==> config.mk <==
export PLATFORM = sky130hd
export DESIGN_NAME = hsv_to_rgb_converter
export DESIGN_NICKNAME = d
export VERILOG_FILES = /design/src/rtl/hsv2rgb_pkg.sv /design/src/rtl/hsv_to_rgb_converter.sv /design/src/rtl/hsv2rgb_hue_wrap.sv /design/src/rtl/hsv2rgb_sector.sv /design/src/rtl/hsv2rgb_scale.sv
export SDC_FILE = /design/constraint.sdc
export NUM_CORES = 2
export LEC_CHECK = 0
export BUFFER_PORTS_ARGS = -buffer_cell sky130_fd_sc_hd__buf_2
export CAP_MARGIN = 20
export CORE_MARGIN = 4
export CORE_UTILIZATION = 57
export CTS_CLUSTER_SIZE = 16
export DETAILED_ROUTE_END_ITERATION = 8
export GPL_TIMING_DRIVEN = 0
export PLACE_DENSITY_LB_ADDON = 0.25
export RECOVER_POWER = 50
export REMOVE_ABC_BUFFERS = 1
export SLEW_MARGIN = 20
export SYNTH_ARGS = -nofsm -noshare
export SYNTH_HDL_FRONTEND = slang
export SYNTH_SLANG_ARGS = --single-unit
==> constraint.sdc <==
create_clock -name clk -period 16.7 [get_ports clk]
set_input_delay 1.67 -clock clk [delete_from_list [all_inputs] [get_ports clk]]
set_output_delay 1.67 -clock clk [all_outputs]
set_load 0.01 [all_outputs]
==> src/rtl/hsv2rgb_pkg.sv <==
package hsv2rgb_pkg;

  localparam int HUE_TURN   = 360;
  localparam int HUE_SECTOR = 60;
  localparam int FULL_LEVEL = 255;

  // Bias that lifts any 16-bit signed hue above zero, a whole number of turns
  localparam logic signed [16:0] HUE_BIAS = 17'(HUE_TURN * 92);

  // floor(u / 360) == (u * HUE_RECIP) >> HUE_SHIFT for all u < 2^17
  localparam int HUE_SHIFT = 25;
  localparam logic [16:0] HUE_RECIP = 17'(((2 ** HUE_SHIFT) + HUE_TURN - 1) / HUE_TURN);

  // floor(x / 15300) == (x * CH_RECIP) >> CH_SHIFT for all x <= 60 * 255 * 255
  localparam int CH_DIV   = HUE_SECTOR * FULL_LEVEL;
  localparam int CH_SHIFT = 36;
  localparam logic [22:0] CH_RECIP =
    23'(((longint'(1) << CH_SHIFT) + longint'(CH_DIV) - 1) / longint'(CH_DIV));

  localparam int HW = 9;   // reduced hue, 0..359
  localparam int CW = 16;  // chroma s*v
  localparam int NW = 22;  // scaled components, up to 60*255*255
  localparam int FW = 6;   // offset within a sector

  typedef enum logic [2:0] {
    SECT_R_TO_Y = 3'd0,
    SECT_Y_TO_G = 3'd1,
    SECT_G_TO_C = 3'd2,
    SECT_C_TO_B = 3'd3,
    SECT_B_TO_M = 3'd4,
    SECT_M_TO_R = 3'd5
  } sector_t;

  typedef struct packed {
    logic [HW-1:0] h;
    logic [CW-1:0] c;
    logic [NW-1:0] cn;
    logic [NW-1:0] mn;
  } wrap_t;

  typedef struct packed {
    logic [NW-1:0] r;
    logic [NW-1:0] g;
    logic [NW-1:0] b;
  } sum_t;

  typedef struct packed {
    logic [7:0] r;
    logic [7:0] g;
    logic [7:0] b;
  } rgb_t;

endpackage

==> src/rtl/hsv_to_rgb_converter.sv <==
// HSV to RGB pixel converter.
// Input stream s_*: one pixel per transfer, s_tdata carries hue (signed degrees,
// any value, wrapped modulo 360), saturation and value (fractions of 255).
// Output stream m_*: one RGB pixel per input pixel, in input order, 8 bits per
// channel, each channel floor(fraction * 255).
// Pipeline of five register stages: hue bias and reciprocal multiply, hue
// remainder and component scaling, sector decode, sector multiply and channel
// placement, divide-by-15300 reciprocal multiply into the output register.
// Throughput is one pixel per cycle while the receiver keeps m_tready high.
// Each stage has its own valid bit and advances when empty or when the stage
// after it advances, so bubbles close up while the receiver stalls; a stalled
// output holds m_tdata steady, and s_tready falls only once all stages are full.
// Reset (rst, synchronous) empties every stage; no pixel is held across reset.
module hsv_to_rgb_converter (
  input  logic        clk,
  input  logic        rst,
  input  logic        s_tvalid,
  output logic        s_tready,
  input  logic [31:0] s_tdata,   // hue_degrees[15:0], saturation_level[23:16], value_level[31:24]
  output logic        m_tvalid,
  input  logic        m_tready,
  output logic [23:0] m_tdata    // red_out[7:0], green_out[15:8], blue_out[23:16]
);
  import hsv2rgb_pkg::*;

  logic  wrap_valid, wrap_ready, sum_valid, sum_ready;
  wrap_t wrap_data;
  sum_t  sum_data;
  rgb_t  rgb;

  hsv2rgb_hue_wrap u_wrap (
    .clk       (clk),
    .rst       (rst),
    .in_valid  (s_tvalid),
    .in_ready  (s_tready),
    .hue       (signed'(s_tdata[15:0])),
    .sat       (s_tdata[23:16]),
    .val       (s_tdata[31:24]),
    .out_valid (wrap_valid),
    .out_ready (wrap_ready),
    .out_data  (wrap_data)
  );

  hsv2rgb_sector u_sector (
    .clk       (clk),
    .rst       (rst),
    .in_valid  (wrap_valid),
    .in_ready  (wrap_ready),
    .in_data   (wrap_data),
    .out_valid (sum_valid),
    .out_ready (sum_ready),
    .out_data  (sum_data)
  );

  hsv2rgb_scale u_scale (
    .clk       (clk),
    .rst       (rst),
    .in_valid  (sum_valid),
    .in_ready  (sum_ready),
    .in_data   (sum_data),
    .out_valid (m_tvalid),
    .out_ready (m_tready),
    .out_data  (rgb)
  );

  assign m_tdata = {rgb.b, rgb.g, rgb.r};

endmodule

==> src/rtl/hsv2rgb_hue_wrap.sv <==
module hsv2rgb_hue_wrap (
  input  logic                 clk,
  input  logic                 rst,
  input  logic                 in_valid,
  output logic                 in_ready,
  input  logic signed [15:0]   hue,
  input  logic [7:0]           sat,
  input  logic [7:0]           val,
  output logic                 out_valid,
  input  logic                 out_ready,
  output hsv2rgb_pkg::wrap_t   out_data
);
  import hsv2rgb_pkg::*;

  logic              v1, v2, en1, en2;
  logic [16:0]       u1, u_next;
  logic [7:0]        q1, q_next;
  logic [CW-1:0]     c1, c_next;
  logic [7:0]        val1;
  logic signed [16:0] hue_ext;
  logic [33:0]       quot_prod;
  wrap_t             w2, w2_next;

  assign en2      = !v2 || out_ready;
  assign en1      = !v1 || en2;
  assign in_ready = en1;

  assign hue_ext   = 17'(hue);
  assign u_next    = unsigned'(hue_ext + HUE_BIAS);
  assign quot_prod = 34'(u_next) * 34'(HUE_RECIP);
  assign q_next    = 8'(quot_prod >> HUE_SHIFT);
  assign c_next    = CW'(sat) * CW'(val);

  always_comb begin
    w2_next.h  = HW'(u1 - 17'(q1) * 17'(HUE_TURN));
    w2_next.c  = c1;
    w2_next.cn = NW'(c1) * NW'(HUE_SECTOR);
    w2_next.mn = NW'(HUE_SECTOR) * (NW'(val1) * NW'(FULL_LEVEL) - NW'(c1));
  end

  always_ff @(posedge clk) begin
    if (rst) begin
      v1 <= 1'b0;
      v2 <= 1'b0;
    end else begin
      if (en1) v1 <= in_valid;
      if (en2) v2 <= v1;
    end
    if (en1 && in_valid) begin
      u1   <= u_next;
      q1   <= q_next;
      c1   <= c_next;
      val1 <= val;
    end
    if (en2 && v1) begin
      w2 <= w2_next;
    end
  end

  assign out_valid = v2;
  assign out_data  = w2;

endmodule

==> src/rtl/hsv2rgb_sector.sv <==
module hsv2rgb_sector (
  input  logic                 clk,
  input  logic                 rst,
  input  logic                 in_valid,
  output logic                 in_ready,
  input  hsv2rgb_pkg::wrap_t   in_data,
  output logic                 out_valid,
  input  logic                 out_ready,
  output hsv2rgb_pkg::sum_t    out_data
);
  import hsv2rgb_pkg::*;

  logic          v3, v4, en3, en4;
  sector_t       sec3, sec_next;
  logic [FW-1:0] frac3, frac_next;
  logic [CW-1:0] c3;
  logic [NW-1:0] cn3, mn3;
  logic [HW-1:0] sec_base;
  logic [FW-1:0] factor;
  logic [NW-1:0] xn;
  sum_t          s4, s4_next;

  assign en4      = !v4 || out_ready;
  assign en3      = !v3 || en4;
  assign in_ready = en3;

  always_comb begin
    if (in_data.h >= HW'(5 * HUE_SECTOR)) begin
      sec_next = SECT_M_TO_R;
    end else if (in_data.h >= HW'(4 * HUE_SECTOR)) begin
      sec_next = SECT_B_TO_M;
    end else if (in_data.h >= HW'(3 * HUE_SECTOR)) begin
      sec_next = SECT_C_TO_B;
    end else if (in_data.h >= HW'(2 * HUE_SECTOR)) begin
      sec_next = SECT_G_TO_C;
    end else if (in_data.h >= HW'(HUE_SECTOR)) begin
      sec_next = SECT_Y_TO_G;
    end else begin
      sec_next = SECT_R_TO_Y;
    end
  end

  assign sec_base  = HW'(sec_next) * HW'(HUE_SECTOR);
  assign frac_next = FW'(in_data.h - sec_base);

  // odd sectors ramp down, even ones ramp up
  assign factor = sec3[0] ? FW'(HUE_SECTOR - int'(frac3)) : frac3;
  assign xn     = NW'(c3) * NW'(factor);

  always_comb begin
    case (sec3)
      SECT_R_TO_Y: begin s4_next.r = cn3 + mn3; s4_next.g = xn + mn3;  s4_next.b = mn3; end
      SECT_Y_TO_G: begin s4_next.r = xn + mn3;  s4_next.g = cn3 + mn3; s4_next.b = mn3; end
      SECT_G_TO_C: begin s4_next.r = mn3; s4_next.g = cn3 + mn3; s4_next.b = xn + mn3;  end
      SECT_C_TO_B: begin s4_next.r = mn3; s4_next.g = xn + mn3;  s4_next.b = cn3 + mn3; end
      SECT_B_TO_M: begin s4_next.r = xn + mn3;  s4_next.g = mn3; s4_next.b = cn3 + mn3; end
      default:     begin s4_next.r = cn3 + mn3; s4_next.g = mn3; s4_next.b = xn + mn3;  end
    endcase
  end

  always_ff @(posedge clk) begin
    if (rst) begin
      v3 <= 1'b0;
      v4 <= 1'b0;
    end else begin
      if (en3) v3 <= in_valid;
      if (en4) v4 <= v3;
    end
    if (en3 && in_valid) begin
      sec3  <= sec_next;
      frac3 <= frac_next;
      c3    <= in_data.c;
      cn3   <= in_data.cn;
      mn3   <= in_data.mn;
    end
    if (en4 && v3) begin
      s4 <= s4_next;
    end
  end

  assign out_valid = v4;
  assign out_data  = s4;

endmodule

==> src/rtl/hsv2rgb_scale.sv <==
module hsv2rgb_scale (
  input  logic                 clk,
  input  logic                 rst,
  input  logic                 in_valid,
  output logic                 in_ready,
  input  hsv2rgb_pkg::sum_t    in_data,
  output logic                 out_valid,
  input  logic                 out_ready,
  output hsv2rgb_pkg::rgb_t    out_data
);
  import hsv2rgb_pkg::*;

  logic        v5, en5;
  logic [44:0] prod_r, prod_g, prod_b;
  rgb_t        rgb5, rgb_next;

  assign en5      = !v5 || out_ready;
  assign in_ready = en5;

  // divide by 60*255 through a rounded-up reciprocal, exact over the input range
  assign prod_r = 45'(in_data.r) * 45'(CH_RECIP);
  assign prod_g = 45'(in_data.g) * 45'(CH_RECIP);
  assign prod_b = 45'(in_data.b) * 45'(CH_RECIP);

  assign rgb_next.r = 8'(prod_r >> CH_SHIFT);
  assign rgb_next.g = 8'(prod_g >> CH_SHIFT);
  assign rgb_next.b = 8'(prod_b >> CH_SHIFT);

  always_ff @(posedge clk) begin
    if (rst) begin
      v5 <= 1'b0;
    end else if (en5) begin
      v5 <= in_valid;
    end
    if (en5 && in_valid) begin
      rgb5 <= rgb_next;
    end
  end

  assign out_valid = v5;
  assign out_data  = rgb5;

endmodule

==> results.md <==
- Synth top area share: 28.40%
- Crit path required time: 17.04 ns
- Largest area contributor in the netlist: fa_1
- Headroom to the max-slew limit: -118.4%
- Crit share post-route: 46.55%
- RSZ-0062 raised after global routing: false
- Setup CP Type: in -> reg
- Routed vias: 29540
- Post-CTS Setup Inserts: 0
- Multi-input gate area: 32580 um^2
- Core box area: 77850 um^2
- Worst-path clk slew: 0.06 ns
- Final hold vios: 0
- Initial Util: 57.86%
- Die Wd: 289.1 um
- GPL Wtd Cong: 0.9132
- Die area: 83580 um^2
- Initial antenna violation count: 0
- Root Buffer: clkbuf_16
- Number of global-route vias before repair: 30860
- Register area share after synthesis: 17.36%
- Final slew viol count: 21
- Per-cell routed wire length: 16.22 um
- Register bit total from synthesis: 262
- Path depth of the worst reg2reg path: 22
- IO Count: 62
- Drt initial violations: 1434
- Largest net degree at the start of global routing: 39
- Port Buf Inserts: 61
- Setup ws final: 8.927 ns
- Share of cells above drive strength 1: 2.894%
- CP Launch Type: input port
- Deepest level of the CTS H-tree: 1
- Number of synthesized flops with an enable pin: 257
- Top FF cell, synth: edfxtp_1
- HPWL Detailed: 78080 um
- Fmax: 128.6 MHz
- Failing checks: max-capacitance violations, max-slew violations
- Hold_sp: u_wrap.out_data[4]
- Syn avg cell area: 10.21 um^2
- First-pass GRT wire length: 152700 um
- CTS tree: built
- Reg area: 7818 um^2
- Post-Syn Area: 45040 um^2
- Least-Margin Pin Slew: 3.246 ns
- Routed WL: 89740 um
- CP startpoint: s_tdata[5]
- Tot GR Track Use: 22.55%
- Final setup fails: 0
- Pre-antenna DRT Iters: 5
- Top cells by area, synth: fa_1, ha_1, edfxtp_1
- Fill cells: 6529
- Total CTS buffers: 30
- Worst endpoint data arrival time: 8.12 ns
- DRT antenna net count: 0
- Rows: 102
- Post_cts resized: 0
- Via density: 5.340
- Area grow syn2layout: 5.920%
- # clock sinks: 262
- Distinct cells, synth: 78
- Min Tclk post-route: 7.773 ns
- Critical R2R Launch: u_sector.frac3[0]
- Hold path cells: 0
- Status: complete, but fails checks
- # diodes: 0
- Skew final: 0.03804 ns
- Count leader, synth: inv_1
- Critical Path End Type: flip-flop
- Die Span Y: 289.1 um
- DP Worst Slack: 8.438 ns
- Setup_tns: 0 ns
- Hold_buf cts: 0
- Commonest cells in the netlist: inv_1, ha_1, fa_1, edfxtp_1, a21oi_1
- Hold WC Path Type: reg -> reg
- Grt ovf: 0
- Max-Cap Viols: 1
- Worst-path maximum fanout: 6
- Synth warnings: 0
- Async SR Flop Fraction: 0%
- Skew-Pair Late Insertion Delay: 0.60 ns
- Clk buf depth: 3
- Final layout net count: 6061
- DRC: 0
- Post-synthesis cell count: 4411
worst max-delay path, stage by stage:
cell and delay (ns):
clkbuf_1 0.19, inv_1 0.18, ha_1 0.26, inv_1 0.06, a21oi_1 0.09, nor2b_1 0.21
nand4_1 0.15, xnor2_1 0.72, ha_1 0.44, ha_1 0.32, fa_1 0.54, inv_1 0.05
fa_1 0.47, inv_1 0.05, fa_1 0.43, ha_1 0.31, a21o_1 0.17, a2111oi_2 0.47
o21bai_1 0.10, o221ai_1 0.31, a21oi_1 0.22, o41ai_2 0.43, o21bai_1 0.13, xor2_1 0.16
placed cells by master, fill, tap and decap left out, types with 22 or more instances in the layout:
master	count
nor2b_1	61
clkbuf_16	30
xor2_1	47
nor2_1	129
xnor2_1	115
nor3_1	42
clkbuf_1	38
nand3_1	38
edfxtp_1	257
inv_1	1198
buf_2	31
o22ai_1	24
a21oi_1	163
nand2_1	162
a211oi_1	44
ha_1	916
fa_1	639
a21o_1	67
o21ai_0	100
a31oi_1	22
and2_1	52
metrics by stage:
stage	hold WS [ns]	instances	util [%]	area [um^2]
2_1_floorplan	0.4003	4360	-	44850
3_3_place_gp	0.4012	5461	59.67	46460
3_5_place_dp	0.4045	5478	60.25	46900
4_1_cts	0.4132	5532	61.52	47890
5_1_grt	0.4206	5532	61.28	47710
6_report	0.4128	5532	61.28	47710
final cells by class:
| class | count | area share (%) |
|---|---|---|
| Multi-Input combinational cell | 2899 | 68.29 |
| Sequential cell | 262 | 16.39 |
| Inverter | 1199 | 9.434 |
| Tap cell | 1040 | 2.728 |
| Clock buffer | 33 | 1.597 |
| Timing Repair Buffer | 78 | 1.086 |
| Clock inverter | 21 | 0.4773 |
sequential cells by signal, indices dropped and copies added (netlist names):
signal              flops
u_wrap.val1             8
u_sector.out_data      66
u_wrap.q1               6
u_sector.c3            16
u_sector.frac3          6
u_wrap.c1              16
u_sector.v3             1
u_wrap.u1               9
u_scale.out_valid       1
u_sector.out_valid      1
u_sector.sec3           3
u_wrap.out_data        64
u_sector.cn3           19
u_sector.mn3           20
u_wrap.out_valid        1
u_scale.out_data       24
u_wrap.v1               1
final timing paths:
kind,end,slack [ns]
setup / recovery,u_wrap.q1[4],8.93
hold / removal,u_sector.mn3[4],0.41
setup reg to reg,u_sector.out_data[14],9.18
hold reg to reg,u_sector.mn3[4],0.41
cell families (layout without fill, tap and decap cells):
family / after synthesis / after routing / synth area share (%)
and+or+nand+nor: 581 / 581 / 6.322
buffers and inverters: 1250 / 1331 / 10.42
adders and majority gates: 1557 / 1557 / 53.89
muxes: 15 / 15 / 0.3361
xor gates and xnor gates: 167 / 167 / 3.247
DFF: 262 / 262 / 17.36
AOI/OAI and AO/OA: 579 / 579 / 8.428
routing by layer:
metal	share of wire, %	vias up	GRT usage [%]	wire length (um)
met4	3.1	0	5.926	2783
met1	44	14380	30.70	39930
met5	0	-	0	0
li1	-	14400	-	-
met2	48	592	38.78	43370
met3	4.1	159	2.447	3659
Power is not shown: default switching activity piles up to over one toggle a cycle in this logic, so the estimate is an artifact.
